<file path="src/hw/rtl/vdtsc_pkg.sv">
// ----------------------------------------------------------------------------
// vdtsc_pkg
// Constants, field types and the vertical scroll step for the dot timing unit.
// ----------------------------------------------------------------------------
package vdtsc_pkg;

    localparam int unsigned ADDR_W    = 15;
    localparam int unsigned CNT_W     = 9;
    localparam int unsigned IN_DATA_W  = 40;
    localparam int unsigned OUT_DATA_W = 56;

    typedef logic [ADDR_W-1:0] addr_t;
    typedef logic [CNT_W-1:0]  cnt_t;

    localparam cnt_t DOTS_LAST      = 9'd340;
    localparam cnt_t VISIBLE_LINES  = 9'd240;
    localparam cnt_t VBLANK_LINE    = 9'd241;
    localparam cnt_t DOT_SNAPSHOT   = 9'd0;
    localparam cnt_t DOT_VBLANK     = 9'd1;
    localparam cnt_t DOT_VERT_STEP  = 9'd256;
    localparam cnt_t DOT_HORI_COPY  = 9'd257;
    localparam cnt_t DOT_VCOPY_LO   = 9'd280;
    localparam cnt_t DOT_VCOPY_HI   = 9'd304;
    localparam cnt_t PRERENDER_RST  = 9'd261;

    localparam addr_t FINE_Y_MASK   = 15'h7000;
    localparam addr_t FINE_Y_ONE    = 15'h1000;
    localparam addr_t COARSE_Y_MASK = 15'h03E0;
    localparam addr_t VERT_NT_BIT   = 15'h0800;
    localparam addr_t HORI_MASK     = 15'h041F;
    localparam addr_t VERT_MASK     = 15'h7BE0;

    localparam logic [4:0] COARSE_Y_WRAP = 5'd29;
    localparam logic [4:0] COARSE_Y_MAX  = 5'd31;

    // register indexes on the configuration port
    localparam logic REG_PRERENDER_LINE = 1'b0;

    // fine y then coarse y step, with nametable flip at row 29
    function automatic addr_t step_vertical(input addr_t a);
        addr_t      r;
        logic [4:0] y;
        r = a;
        y = a[9:5];
        if ((a & FINE_Y_MASK) != FINE_Y_MASK)
        begin
            r = a + FINE_Y_ONE;
        end
        else
        begin
            r = a & ~FINE_Y_MASK;
            if (y == COARSE_Y_WRAP)
            begin
                y = 5'd0;
                r = r ^ VERT_NT_BIT;
            end
            else if (y == COARSE_Y_MAX)
            begin
                y = 5'd0;
            end
            else
            begin
                y = y + 5'd1;
            end
            r = (r & ~COARSE_Y_MASK) | {5'd0, y, 5'd0};
        end
        return r;
    endfunction

endpackage

</file>
<file path="src/hw/rtl/video_dot_timing_scroll_counter_unit.sv">
// ----------------------------------------------------------------------------
// video_dot_timing_scroll_counter_unit
// Dot and scanline timing with scroll address tracking for a tile video chip.
// ----------------------------------------------------------------------------
// Each input beat is either a dot tick (tuser low) or a scroll address load
// (tuser high). A dot tick advances a 341-dot scanline counter and a line
// counter that wraps after the programmable pre-render line, toggling the
// odd-frame flag on each wrap. On visible lines the current scroll address is
// captured at dot 0 and a render strobe is given at dot 256; with rendering
// on, the vertical increment happens at dot 256, the horizontal bits are
// copied from the temporary address at dot 257 and the vertical bits at
// pre-render dots 280 to 304. Vblank sets at line 241 dot 1 (raising nmi when
// enabled) and clears at pre-render dot 1. The unit takes one beat per clock:
// the counter and address update is a single level of compare and select
// logic feeding the state registers, and the result beat sits in an output
// register, so a new beat is accepted every cycle while the result side
// takes beats. The pre-render line lives at register address 0 and should
// be written only while no beats are in flight.
module video_dot_timing_scroll_counter_unit #(
    parameter int unsigned PADDR_W = 3
) (
    input  logic                              clk,
    input  logic                              rst_n,
    // slave side
    input  logic                              s_axis_tvalid,
    output logic                              s_axis_tready,
    // load_value[14:0], temp_address[29:15], show_background[30],
    // show_sprites[31], nmi_enable[32], nmi_request[33], zero pad[39:34]
    input  logic [vdtsc_pkg::IN_DATA_W-1:0]   s_axis_tdata,
    // mode[0]: 0 dot tick, 1 scroll address load
    input  logic                              s_axis_tuser,
    // master side
    output logic                              m_axis_tvalid,
    input  logic                              m_axis_tready,
    // nmi[0], vblank[1], line[10:2], dot[19:11], scroll_address[34:20],
    // line_start_address[49:35], render_line[50], odd_frame[51], zero pad[55:52]
    output logic [vdtsc_pkg::OUT_DATA_W-1:0]  m_axis_tdata,
    // configuration
    input  logic                              psel,
    input  logic                              penable,
    input  logic                              pwrite,
    input  logic [PADDR_W-1:0]                paddr,
    input  logic [31:0]                       pwdata,
    output logic [31:0]                       prdata,
    output logic                              pready
);
    import vdtsc_pkg::*;

    // configuration and timing state
    cnt_t  prerender_reg;
    cnt_t  dot_reg,      dot_next;
    cnt_t  line_reg,     line_next;
    addr_t addr_reg,     addr_next;
    addr_t snap_reg,     snap_next;
    logic  vblank_reg,   vblank_next;
    logic  odd_reg,      odd_next;

    // result beat register
    logic  out_valid_reg;
    logic  [OUT_DATA_W-1:0] out_data_reg, out_data_next;

    logic  in_beat;
    logic  cfg_write;
    logic  nmi_next;
    logic  strobe_next;

    // unpacked input fields
    logic  mode;
    addr_t load_value;
    addr_t temp_address;
    logic  show_background;
    logic  show_sprites;
    logic  nmi_enable;
    logic  nmi_request;

    // per-dot decode
    logic  visible;
    logic  prerender;
    logic  rendering;
    logic  [CNT_W:0] line_inc;
    logic  [CNT_W:0] dot_inc;

    assign mode            = s_axis_tuser;
    assign load_value      = s_axis_tdata[14:0];
    assign temp_address    = s_axis_tdata[29:15];
    assign show_background = s_axis_tdata[30];
    assign show_sprites    = s_axis_tdata[31];
    assign nmi_enable      = s_axis_tdata[32];
    assign nmi_request     = s_axis_tdata[33];

    // output register frees up when empty or being drained this cycle
    assign s_axis_tready = !out_valid_reg || m_axis_tready;
    assign in_beat       = s_axis_tvalid && s_axis_tready;

    // apb: always ready, one register decoded on the word index bit
    assign pready    = 1'b1;
    assign cfg_write = psel && penable && pwrite && (paddr[2] == REG_PRERENDER_LINE);
    assign prdata    = (paddr[2] == REG_PRERENDER_LINE) ? {23'd0, prerender_reg} : 32'd0;

    assign visible   = line_reg < VISIBLE_LINES;
    assign prerender = line_reg == prerender_reg;
    assign rendering = show_background || show_sprites;
    assign line_inc  = {1'b0, line_reg} + 10'd1;
    assign dot_inc   = {1'b0, dot_reg} + 10'd1;

    always_comb
    begin
        dot_next    = dot_reg;
        line_next   = line_reg;
        addr_next   = addr_reg;
        snap_next   = snap_reg;
        vblank_next = vblank_reg;
        odd_next    = odd_reg;
        nmi_next    = 1'b0;
        strobe_next = 1'b0;

        if (mode)
        begin
            // load beat only rewrites the scroll address
            addr_next = load_value;
        end
        else
        begin
            nmi_next = nmi_request;
            if (visible && dot_reg == DOT_SNAPSHOT)
            begin
                snap_next = addr_reg;
            end
            if (visible && dot_reg == DOT_VERT_STEP)
            begin
                strobe_next = 1'b1;
                if (rendering)
                begin
                    addr_next = step_vertical(addr_reg);
                end
            end
            // dots 256, 257 and 280..304 never overlap, so each copy sees addr_reg
            if ((visible || prerender) && dot_reg == DOT_HORI_COPY && rendering)
            begin
                addr_next = (addr_reg & ~HORI_MASK) | (temp_address & HORI_MASK);
            end
            if (prerender && dot_reg >= DOT_VCOPY_LO && dot_reg <= DOT_VCOPY_HI && rendering)
            begin
                addr_next = (addr_reg & ~VERT_MASK) | (temp_address & VERT_MASK);
            end
            // clear first, then set, so a pre-render line of 241 ends set
            if (prerender && dot_reg == DOT_VBLANK)
            begin
                vblank_next = 1'b0;
            end
            if (line_reg == VBLANK_LINE && dot_reg == DOT_VBLANK)
            begin
                vblank_next = 1'b1;
                if (nmi_enable)
                begin
                    nmi_next = 1'b1;
                end
            end

            // dot and line advance
            if (dot_inc > {1'b0, DOTS_LAST})
            begin
                dot_next = '0;
                // a 10-bit sum also covers wrap past line 511
                if (line_inc > {1'b0, prerender_reg})
                begin
                    line_next = '0;
                    odd_next  = !odd_reg;
                end
                else
                begin
                    line_next = line_inc[CNT_W-1:0];
                end
            end
            else
            begin
                dot_next = dot_inc[CNT_W-1:0];
            end
        end

        out_data_next = {4'd0, odd_next, strobe_next, snap_next, addr_next,
                         dot_reg, line_reg, vblank_next, nmi_next};
    end

    always_ff @(posedge clk or negedge rst_n)
    begin
        if (!rst_n)
        begin
            prerender_reg <= PRERENDER_RST;
            dot_reg       <= '0;
            line_reg      <= PRERENDER_RST;
            addr_reg      <= '0;
            snap_reg      <= '0;
            vblank_reg    <= 1'b0;
            odd_reg       <= 1'b0;
            out_valid_reg <= 1'b0;
        end
        else
        begin
            if (cfg_write)
            begin
                prerender_reg <= pwdata[CNT_W-1:0];
            end
            if (in_beat)
            begin
                dot_reg    <= dot_next;
                line_reg   <= line_next;
                addr_reg   <= addr_next;
                snap_reg   <= snap_next;
                vblank_reg <= vblank_next;
                odd_reg    <= odd_next;
            end
            if (in_beat)
            begin
                out_valid_reg <= 1'b1;
            end
            else if (m_axis_tready)
            begin
                out_valid_reg <= 1'b0;
            end
        end
    end

    // result payload needs no reset
    always_ff @(posedge clk)
    begin
        if (in_beat)
        begin
            out_data_reg <= out_data_next;
        end
    end

    assign m_axis_tvalid = out_valid_reg;
    assign m_axis_tdata  = out_data_reg;

    // dot counter never leaves the scanline
    a_dot_range: assert property (@(posedge clk) disable iff (!rst_n)
        dot_reg <= DOTS_LAST)
        else $error("dot counter past end of scanline");

    // render strobe only at dot 256 of a visible line
    a_strobe_pos: assert property (@(posedge clk) disable iff (!rst_n)
        (m_axis_tvalid && m_axis_tdata[50]) |->
        (m_axis_tdata[19:11] == DOT_VERT_STEP && m_axis_tdata[10:2] < VISIBLE_LINES))
        else $error("render strobe off its dot");

    // a load beat leaves the counters where they were
    a_load_holds: assert property (@(posedge clk) disable iff (!rst_n)
        (in_beat && mode) |=> ($stable(dot_reg) && $stable(line_reg) && $stable(odd_reg)))
        else $error("load beat moved the timing counters");

    // the odd-frame flag only changes when the line counter wraps to zero
    a_odd_wrap: assert property (@(posedge clk) disable iff (!rst_n)
        (in_beat && (odd_next != odd_reg)) |=> (line_reg == '0 && dot_reg == '0))
        else $error("odd frame toggled away from frame wrap");

endmodule
</file>
<file path="config.mk">
export PLATFORM = sky130hd
export DESIGN_NAME = video_dot_timing_scroll_counter_unit
export DESIGN_NICKNAME = d
export VERILOG_FILES = /design/src/hw/rtl/vdtsc_pkg.sv /design/src/hw/rtl/video_dot_timing_scroll_counter_unit.sv
export SDC_FILE = /design/constraint.sdc
export NUM_CORES = 1
export LEC_CHECK = 0
export BUFFER_PORTS_ARGS = -buffer_cell sky130_fd_sc_hd__buf_2
export CORE_ASPECT_RATIO = 1.4
export CORE_MARGIN = 2
export CORE_UTILIZATION = 40
export DETAILED_ROUTE_END_ITERATION = 8
export PLACE_DENSITY = 0.65
export RECOVER_POWER = 50
export SLEW_MARGIN = 0
export SYNTH_ARGS = -nofsm -noshare
export SYNTH_HDL_FRONTEND = slang
export SYNTH_SLANG_ARGS = --single-unit
</file>
<file path="constraint.sdc">
create_clock -name clk -period 5.1 [get_ports clk]
set_input_delay 0.255 -clock clk [delete_from_list [all_inputs] [get_ports clk]]
set_output_delay 0.255 -clock clk [all_outputs]
set_load 0.005 [all_outputs]
</file>
Yosys cells after proc, flatten, opt, wreduce, memory -nomap -nowiden. Cells that the tools add are included.

Bits in registers: 112. Bits in latches: 0. Memory bits (writable): 0. ROM bits: 0. Input bits: 83. Output and inout bits: 91. Memories: 0.

$add $sub $neg: 4. $mul: 0. Div/mod/pow operators: 0. $lt $le $gt $ge: 5. Eq/ne operators: 8. Shift operators: 0. Multiplexer cells: 33. Bitwise logic cells: 6. Reductions and logical operators: 22.

Operator list (count): 2-to-1 mux 15 bit (12); 2-to-1 mux 5 bit (6); 2-to-1 mux 9 bit (3); adder 9 x 1 -> 10 bit, second input constant (2); == test 9 bit, second input constant (2); adder 15 x 13 -> 15 bit, second input constant (1); bitwise OR 11 x 15 -> 15 bit (1); bitwise OR 15 x 10 -> 15 bit (1); bitwise OR 15 x 11 -> 15 bit (1); logical AND 1 bit (13); 2-to-1 mux 12 bit (1); 2-to-1 mux 1 bit (11); == test 5 bit, second input constant (2); > comparator 10 x 9 -> 1 bit (1); > comparator 10 x 9 -> 1 bit, second input constant (1); == test 9 x 1 -> 1 bit, second input constant (1); == test 9 x 8 -> 1 bit, second input constant (1); == test 9 bit (1); >= comparator 9 bit, second input constant (1); <= comparator 9 bit, second input constant (1); zero test 9 bit (1); less-than comparator 9 x 8 -> 1 bit, second input constant (1); adder 5 x 1 -> 5 bit, second input constant (1); logical OR 1 bit (3); 6 further kinds (9).

Logic depth before layout (Yosys ltp). Gate-level depths: netlist of the first run.

Depth in word-level cells: 14. Depth in mapped cells: 11. Mapped depth without buffers: 11.

Least setup slack after synthesis of the first run. Ideal clock, no wire load.

Path kind: register -> register. Start point: register line_reg[0]. End point: register out_data_reg[51] (netlist: m_axis_tdata[51]), data pin. Library setup time: 271 ps. Arrival: 2619 ps. Required time: 4829 ps. Setup slack: 2210 ps. Cell stages (with the launch flop): 12. Path buffers: 0. Cell sequence: dfstp_2 ha_1 nand3_1 nor2_1 xnor2_1 ha_1 a21oi_1 o211a_1 nand3_1 a21oi_1 nor4_1 xor2_1.

Word-level cells in the longest chain between the ends: 5.

RTL lines: start, declared (RTL line video_dot_timing_scroll_counter_unit.sv:52) `cnt_t line_reg, line_next;`; start signal, assigned (RTL line video_dot_timing_scroll_counter_unit.sv:207) `line_reg <= line_next;`; adder 9 x 1 -> 10 bit (RTL line video_dot_timing_scroll_counter_unit.sv:103) `assign line_inc = {1'b0, line_reg} + 10'd1;`; > comparator 10 x 9 -> 1 bit (RTL line video_dot_timing_scroll_counter_unit.sv:165) `if (line_inc > {1'b0, prerender_reg})`; 2-to-1 mux 1 bit (RTL line video_dot_timing_scroll_counter_unit.sv:165); 2-to-1 mux 1 bit (RTL line video_dot_timing_scroll_counter_unit.sv:161) `if (dot_inc > {1'b0, DOTS_LAST})`; 2-to-1 mux 1 bit (RTL line video_dot_timing_scroll_counter_unit.sv:117) `if (mode)`; named net odd_next (RTL line video_dot_timing_scroll_counter_unit.sv:56) `logic odd_reg, odd_next;`; end signal, assigned (RTL line video_dot_timing_scroll_counter_unit.sv:229) `out_data_reg <= out_data_next;`; end, declared (RTL line video_dot_timing_scroll_counter_unit.sv:60) `logic [OUT_DATA_W-1:0] out_data_reg, out_data_next;`.

The timed path passes the listed nets, and every way through them passes these cells. A chain may end at the register's enable or synchronous reset.

Worst setup path in the final report of the first run. Ends and elaborated chain as after synthesis.

==> results of run 1 <==
-- cell usage after synthesis (all sizes together) (3+ instances only) --
master | number | area share [%]
a31oi | 3 | 0.30
mux2 | 42 | 7.6
and3 | 4 | 0.40
and2 | 3 | 0.30
nor2b | 4 | 0.40
xor2 | 12 | 1.7
mux2i | 10 | 1.6
inv | 28 | 1.7
o31ai | 10 | 1.2
a22oi | 9 | 1.1
nor2 | 37 | 2.3
o21ai | 15 | 1.3
nand2b | 3 | 0.30
nand4 | 12 | 1.4
o22ai | 3 | 0.30
o41ai | 3 | 0.54
nor3 | 18 | 2.0
edfxtp | 52 | 25
o311ai | 8 | 1.1
dfrtp | 54 | 22
or3 | 3 | 0.30
a2111o | 3 | 0.54
ha | 19 | 3.8
xnor2 | 6 | 0.84
nor4 | 7 | 1.2
nand3 | 34 | 2.7
dfstp | 6 | 2.5
nand2 | 43 | 2.6
or2 | 3 | 0.30
a21oi | 24 | 2.0
clkbuf | 17 | 1.0
buf | 46 | 5.2
-- cell type report --
class | count | share of cell area, %
tap | 196 | 3.47
inverter | 28 | 1.49
sequential | 112 | 43.5
multi-input combinational | 397 | 39.4
timing repair buffer | 118 | 7.92
clock inverter | 6 | 1.03
clock buffer | 10 | 3.24
-- metrics by stage --
stage / area (sq um) / util (%) / cells / setup slack (ps)
CTS: 7100 / 46.1 / 867 / 1630
detailed placement: 6800 / 44.1 / 851 / 1650
global route: 7060 / 45.8 / 867 / 1220
floorplan: 6340 / - / 600 / 2210
global placement: 6800 / 44.1 / 851 / 1720
finish: 7060 / 45.8 / 867 / 1550
-- path summary, 6_finish.rpt --
kind | startpoint | end | cells after the start
max in group asynchronous | rst_n | addr_reg[8]$_DFFE_PN0P_ | 2
min in group asynchronous | rst_n | prerender_reg[3]$_DFFE_PN0P_ | 2
worst max-delay path | line_reg[0]$_DFFE_PN1P_ | m_axis_tdata[51]$_DFFE_PP_ | 11
worst max register to register | line_reg[0]$_DFFE_PN1P_ | m_axis_tdata[51]$_DFFE_PP_ | 11
worst min register to register | odd_reg$_DFFE_PN0P_ | odd_reg$_DFFE_PN0P_ | 1
worst min-delay path | s_axis_tvalid | m_axis_tvalid$_DFFE_PN0P_ | 2
-- kinds of logic after synthesis --
logic type,Yosys count
fa+ha+maj,19
flops,112
compound gates,100
xor+xnor,18
mux,52
simple gates,180
other cells,2
buf+inv,91
-- layer usage --
metal	share of wire, %	global-route usage [%]
met1	41	21.9
met4	1.3	5.63
met5	0	0
met3	5.6	2.22
met2	52	32.7
-- power by group through the flow --
stage	Sequential, W	Combinational (W)	Clock [W]
3_3_place_gp	0.00132	0.000730	0
5_1_grt	0.00133	0.000838	0.000779
2_1_floorplan	0.00122	0.000634	0
3_5_place_dp	0.00132	0.000746	0
4_1_cts	0.00130	0.000753	0.000746
6_report	0.00130	0.000747	0.000728
-- critical path, delay by kind of cell (launching register included) --
kind | cells | cell delay (ps)
AOI/OAI and AO/OA | 3 | 1030
and+or+nand+nor | 4 | 690
DFF | 1 | 640
adders and majority gates | 2 | 580
xor gates and xnor gates | 2 | 360
==> key figures, run 1 <==
Run status
  – Outcome: complete, but fails checks
  – Failing checks: capacitance limit, slew limit

Logic synthesis
  – Compound-Gate Fraction of Synth Area: a little under an eighth
  – Xor/xnor share of the synthesized area: 2.53%
  – Syn Inst Count: ~570
  – Sequential fraction of the synthesis area: between 40% and 50%
  – Post-Synth Simple-Gate Area: 15.5%
  – Post-synthesis register bit count: around 110
  – Largest family of logic cells by synthesized area: simple AND/OR/NAND/NOR gates
  – Post-Synth Adder-Cell Area: under 10%
  – YS warnings: 0
  – Mapped cell area: around 6200 sq um
  – Synth cell types: between 70 and 80
  – FFs w/ async S/R, synth: approximately 54%
  – Number of flops mapped to enable cells by yosys: 52
  – Top FF cell, synth: dfrtp_1
  – Multiplexer share of the synthesized area: under 10%
  – Mapped Avg Cell Area: roughly 11 sq um

STA
  – Hold violation count in the final report: 0
  – Worst slew pin tran: around 3500 ps
  – Worst slew margin: -134%
  – Setup Skew: roughly 14 ps
  – RSZ-0062 raised after global routing: false
  – # setup viols final: 0
  – Fin crit share: 69.7%
  – Crit path time final: roughly 3600 ps
  – Total negative setup slack: 0 ps
  – Worst hold slack: 118 ps
  – Final-report max-slew violation count: 61
  – Max Freq: 0.281 GHz

Global route
  – GRT Total Usage: 18.0%
  – First-pass GRT wire length: ~23000 um
  – Largest net degree at the start of global routing: 63
  – Congestion Overflow GR: 0
  – Initial antenna violation count: 0
  – Number of global-route vias before repair: 4679

Critical path
  – Crit path DAT: between 3000 and 4000 ps
  – Crit path launch type: register
  – Worst-path maximum fanout: 9
  – Reg2reg setup slack: approximately 1500 ps
  – CP max-delay cell: a21oi_1
  – Setup CP Type: register to register
  – Critical Path, Cell by Cell: ha_1 > nand3_1 > nor2_1 > xnor2_1 > ha_1 > a21oi_1 > o211a_1 > nand3_1 > a21oi_1 > nor4_1 > xor2_1
  – Slowest stage delay, CP: about 650 ps
  – Setup crit end kind: register
  – CP Data Required Time: roughly 5200 ps

Min path
  – Hold Path Class: primary input to register

Pwr
  – Logic pwr share: a little over a quarter
  – Power per standard cell area: about 390 nW/um^2
  – Switching Power: 0.000976 W
  – Switching Share: a little over a third
  – Overall Power: about 0.0028 W
  – Internal Power: 0.00180 W
  – Worst vdd ir: ~0.18 mV
  – Sequential power share: a little under half
  – Leak: 3.01 nW
  – Clk pwr share: 26.2%

Clocking
  – CTS tree: yes
  – Worst skew pair latency: 350 ps
  – Reg clk slew, reported paths: 80 ps
  – CTS Sinks: 112
  – Number of post-CTS setup repair buffers: 0
  – Post-CTS Resized: 0
  – Num CTS Buffers: 9
  – Hold_buf cts: 0
  – Max Buffers Root-to-Sink: 2
  – H-tree level count: 3
  – Root buffer cell: clkbuf_16

Die
  – I/O Pins: 174
  – Core Area: 15400 sq um
  – Die area: 16600 sq um
  – Starting Density: between 40% and 50%
  – Chip height: ~150 um
  – Die width: roughly 110 um
  – Row count: 54

Routing
  – First drt pass iteration count: 5
  – Vias: 4762
  – Via/cell ratio: 5.49
  – First DRT Iteration DRCs: 220
  – Wire length per cell: roughly 17 um
  – ANT nets after route: 0
  – DRC: 0
  – Routed wire length: 14800 um

Cells and area
  – Area of the multi-input gates: between 2000 and 3000 sq um
  – Most frequent cells in the layout: 84 x buf_2, 54 x dfrtp_1, 52 x edfxtp_1
  – Area Growth Syn to Fin: 13.2%
  – FF+latch area: 3070 sq um
  – Commonest non-fill, non-tap cell in the layout: buf_2
  – Antenna diodes: 0
  – FILL cells: about 1500
  – # nets final: roughly 770
  – Largest register FFs: 52
  – Layout cell share with drive strength beyond 1: about a quarter

Flow run
  – Max Cap Violations: 1

Placement
  – Dpl hpwl: roughly 10000 um
  – GP Congestion: about 0.84
  – Port Buf Inserts: 114
Power figures use the tool's default switching activity.
==> inputs of run 2 (changes only) <==
- PLACE_DENSITY: 0.65 -> 0.67
- clock period: 5.1 -> 2.9 ns (I/O delays scaled with it)
==> key figures, run 2 (synthesis gave the netlist of run 1 again) <==
Die
  – Chip height: around 150 um
  – Die width: between 100 and 150 um
  – Core Area: 15400 sq um
  – Die area: 16600 sq um
  – Row count: 54
  – Starting Density: between 40% and 50%
  – I/O Pins: around 170

Clocking
  – H-tree level count: 3
  – CTS Sinks: approximately 110
  – CTS tree: yes
  – Max Buffers Root-to-Sink: 2
  – Root buffer cell: clkbuf_16
  – Num CTS Buffers: 9
  – Worst skew pair latency: 340 ps
  – Reg clk slew, reported paths: roughly 70 ps

Critical path
  – Worst-path maximum fanout: 6
  – Worst path most repeated cell: buf_4
  – CP Data Required Time: around 3100 ps
  – Crit path DAT: 3030 ps
  – R2R depth: 11
  – CP delay by family, top: compound AO/OA/AOI/OAI gates
  – Slowest stage delay, CP: ~600 ps
  – CP bufs+invs: 2
  – Stages on the worst setup path: 11
  – Critical Path, Cell by Cell: nand3_4 > buf_4 > xnor2_1 > ha_1 > and4_1 > nand3_1 > o21a_1 > a21oi_2 > buf_4 > a2111o_1 > a32o_1
  – Crit path launch type: register
  – Setup CP Type: register to register
  – Setup crit end kind: register
  – CP max-delay cell: dfstp_2

Cells and area
  – Layout cell share with drive strength beyond 1: about a third
  – Area Growth Syn to Fin: 18.2%
  – FILL cells: around 1400
  – # nets final: 800
  – Commonest non-fill, non-tap cell in the layout: buf_2
  – Antenna diodes: 0
  – Layout Cells excl Fill: between 800 and 900
  – Largest register FFs: 52
  – Most frequent cells in the layout: 113 x buf_2, 54 x dfrtp_1, 52 x edfxtp_1

STA
  – Slack of the critical path: about 95 ps
  – Total negative setup slack: 0 ps
  – Max Freq: around 0.36 GHz
  – Final-report max-slew violation count: 45
  – # setup viols final: 0
  – Setup Skew: ~9.4 ps
  – Worst slew pin tran: approximately 2600 ps
  – Fin crit share: between 90% and 100%
  – Worst slew margin: -70.3%
  – Hold violation count in the final report: 0
  – Crit path time final: around 2800 ps

Placement
  – GP Congestion: between 0.8 and 0.9
  – Placed Cells: 881
  – Dpl hpwl: 11100 um
  – Pre-CTS setup slack: approximately 5.9 ps
  – Port Buf Inserts: roughly 110

Pwr
  – Worst vdd ir: 0.316 mV
  – Logic pwr share: 32.1%
  – Leak: ~3.2 nW
  – Clk pwr share: between 20% and 30%
  – Switching Share: a little over a third
  – Switching Power: between 0.0015 and 0.002 W
  – Sequential power share: between 40 and 50%
  – Power per standard cell area: 700 nW/um^2
  – Internal Power: approximately 0.0033 W

Routing
  – Wire length per cell: 17.3 um
  – ANT nets after route: 0
  – First DRT Iteration DRCs: 300
  – Via/cell ratio: approximately 5.5
  – Vias: just under 5000
  – DRC: 0
  – Routed wire length: between 15000 and 20000 um
  – First drt pass iteration count: 5

Run status
  – Failing checks: capacitance limit, slew limit
  – Outcome: complete, but fails checks

Global route
  – GRT Total Usage: a little under a fifth
  – Congestion Overflow GR: 0
  – Initial antenna violation count: 0
  – Largest net degree at the start of global routing: 63
  – Number of global-route vias before repair: 4897
  – First-pass GRT wire length: around 24000 um

Min path
  – Hold Path Class: primary input to register
  – Hold Path Cell Cnt: 2

Flow run
  – Max Cap Violations: 1
[run 2: cell types whose count changed in the layout (fill, tap and decap cells not counted), moves of 2 or more]
| cell | delta |
|---|---|
| dfstp_2 | +2 |
| nand3_4 | +2 |
| clkbuf_1 | -27 |
| nand3_1 | -2 |
| buf_4 | +29 |
| inv_6 | -2 |
| dfstp_1 | -2 |
| nor2_1 | -2 |
| buf_2 | +29 |
[run 2: worst paths after layout]
| kind | from | endpoint | slack (ps) |
|---|---|---|---|
| setup / recovery | line_reg[0]$_DFFE_PN1P_ | line_reg[4]$_DFFE_PN0P_ | 100 |
| hold / removal | s_axis_tvalid | m_axis_tvalid$_DFFE_PN0P_ | 20 |
| min in group asynchronous | rst_n | prerender_reg[3]$_DFFE_PN0P_ | 600 |
| setup reg to reg | line_reg[0]$_DFFE_PN1P_ | line_reg[4]$_DFFE_PN0P_ | 100 |
| hold reg to reg | odd_reg$_DFFE_PN0P_ | odd_reg$_DFFE_PN0P_ | 500 |
| max in group asynchronous | rst_n | snap_reg[11]$_DFFE_PN0P_ | 860 |
[run 2: final cells by class]
class	count	area [sq um]	share of cell area, %
clock buffer	9	225	3.05
clock inverter	6	77.6	1.05
inverter	28	105	1.43
multi-input combinational	397	2830	38.3
sequential	112	3070	41.6
tap	196	245	3.33
timing repair buffer	150	825	11.2
[run 2: metal layers]
| layer | share of wire [%] | track usage (%) | routed length (um) | vias up |
|---|---|---|---|---|
| li1 | - | - | - | 2294 |
| met1 | 40 | 22.6 | 6230 | 2409 |
| met2 | 52 | 33.5 | 8130 | 188 |
| met3 | 5.4 | 2.69 | 838 | 28 |
| met4 | 2.3 | 6.96 | 355 | 0 |
| met5 | 0 | 0 | 0 | - |
[run 2: power by group through the flow]
stage / registers, W / logic [W] / clock network [W]
after floorplan: 0.00214 / 0.00112 / 0
after global placement: 0.00222 / 0.00157 / 0
after detailed placement: 0.00223 / 0.00162 / 0
after CTS: 0.00220 / 0.00164 / 0.00131
after global routing: 0.00225 / 0.00186 / 0.00136
final: 0.00222 / 0.00166 / 0.00128
[run 2: stage by stage]
stage	power [W]	instance area, sq um	util, %	hold slack (ps)
2_1_floorplan	0.00325	6340	-	-151
3_3_place_gp	0.00379	7020	45.6	361
3_5_place_dp	0.00385	7020	45.6	362
4_1_cts	0.00514	7340	47.6	15.8
5_1_grt	0.00547	7370	47.9	14.2
6_report	0.00516	7370	47.9	22.6
[run 2: what timing repair did]
item	4_1_cts	5_1_grt
pin swaps	0	4
gates resized for setup	3	7
setup endpoints to repair	1	9
buffers inserted	0	2
hold buffers	0	0
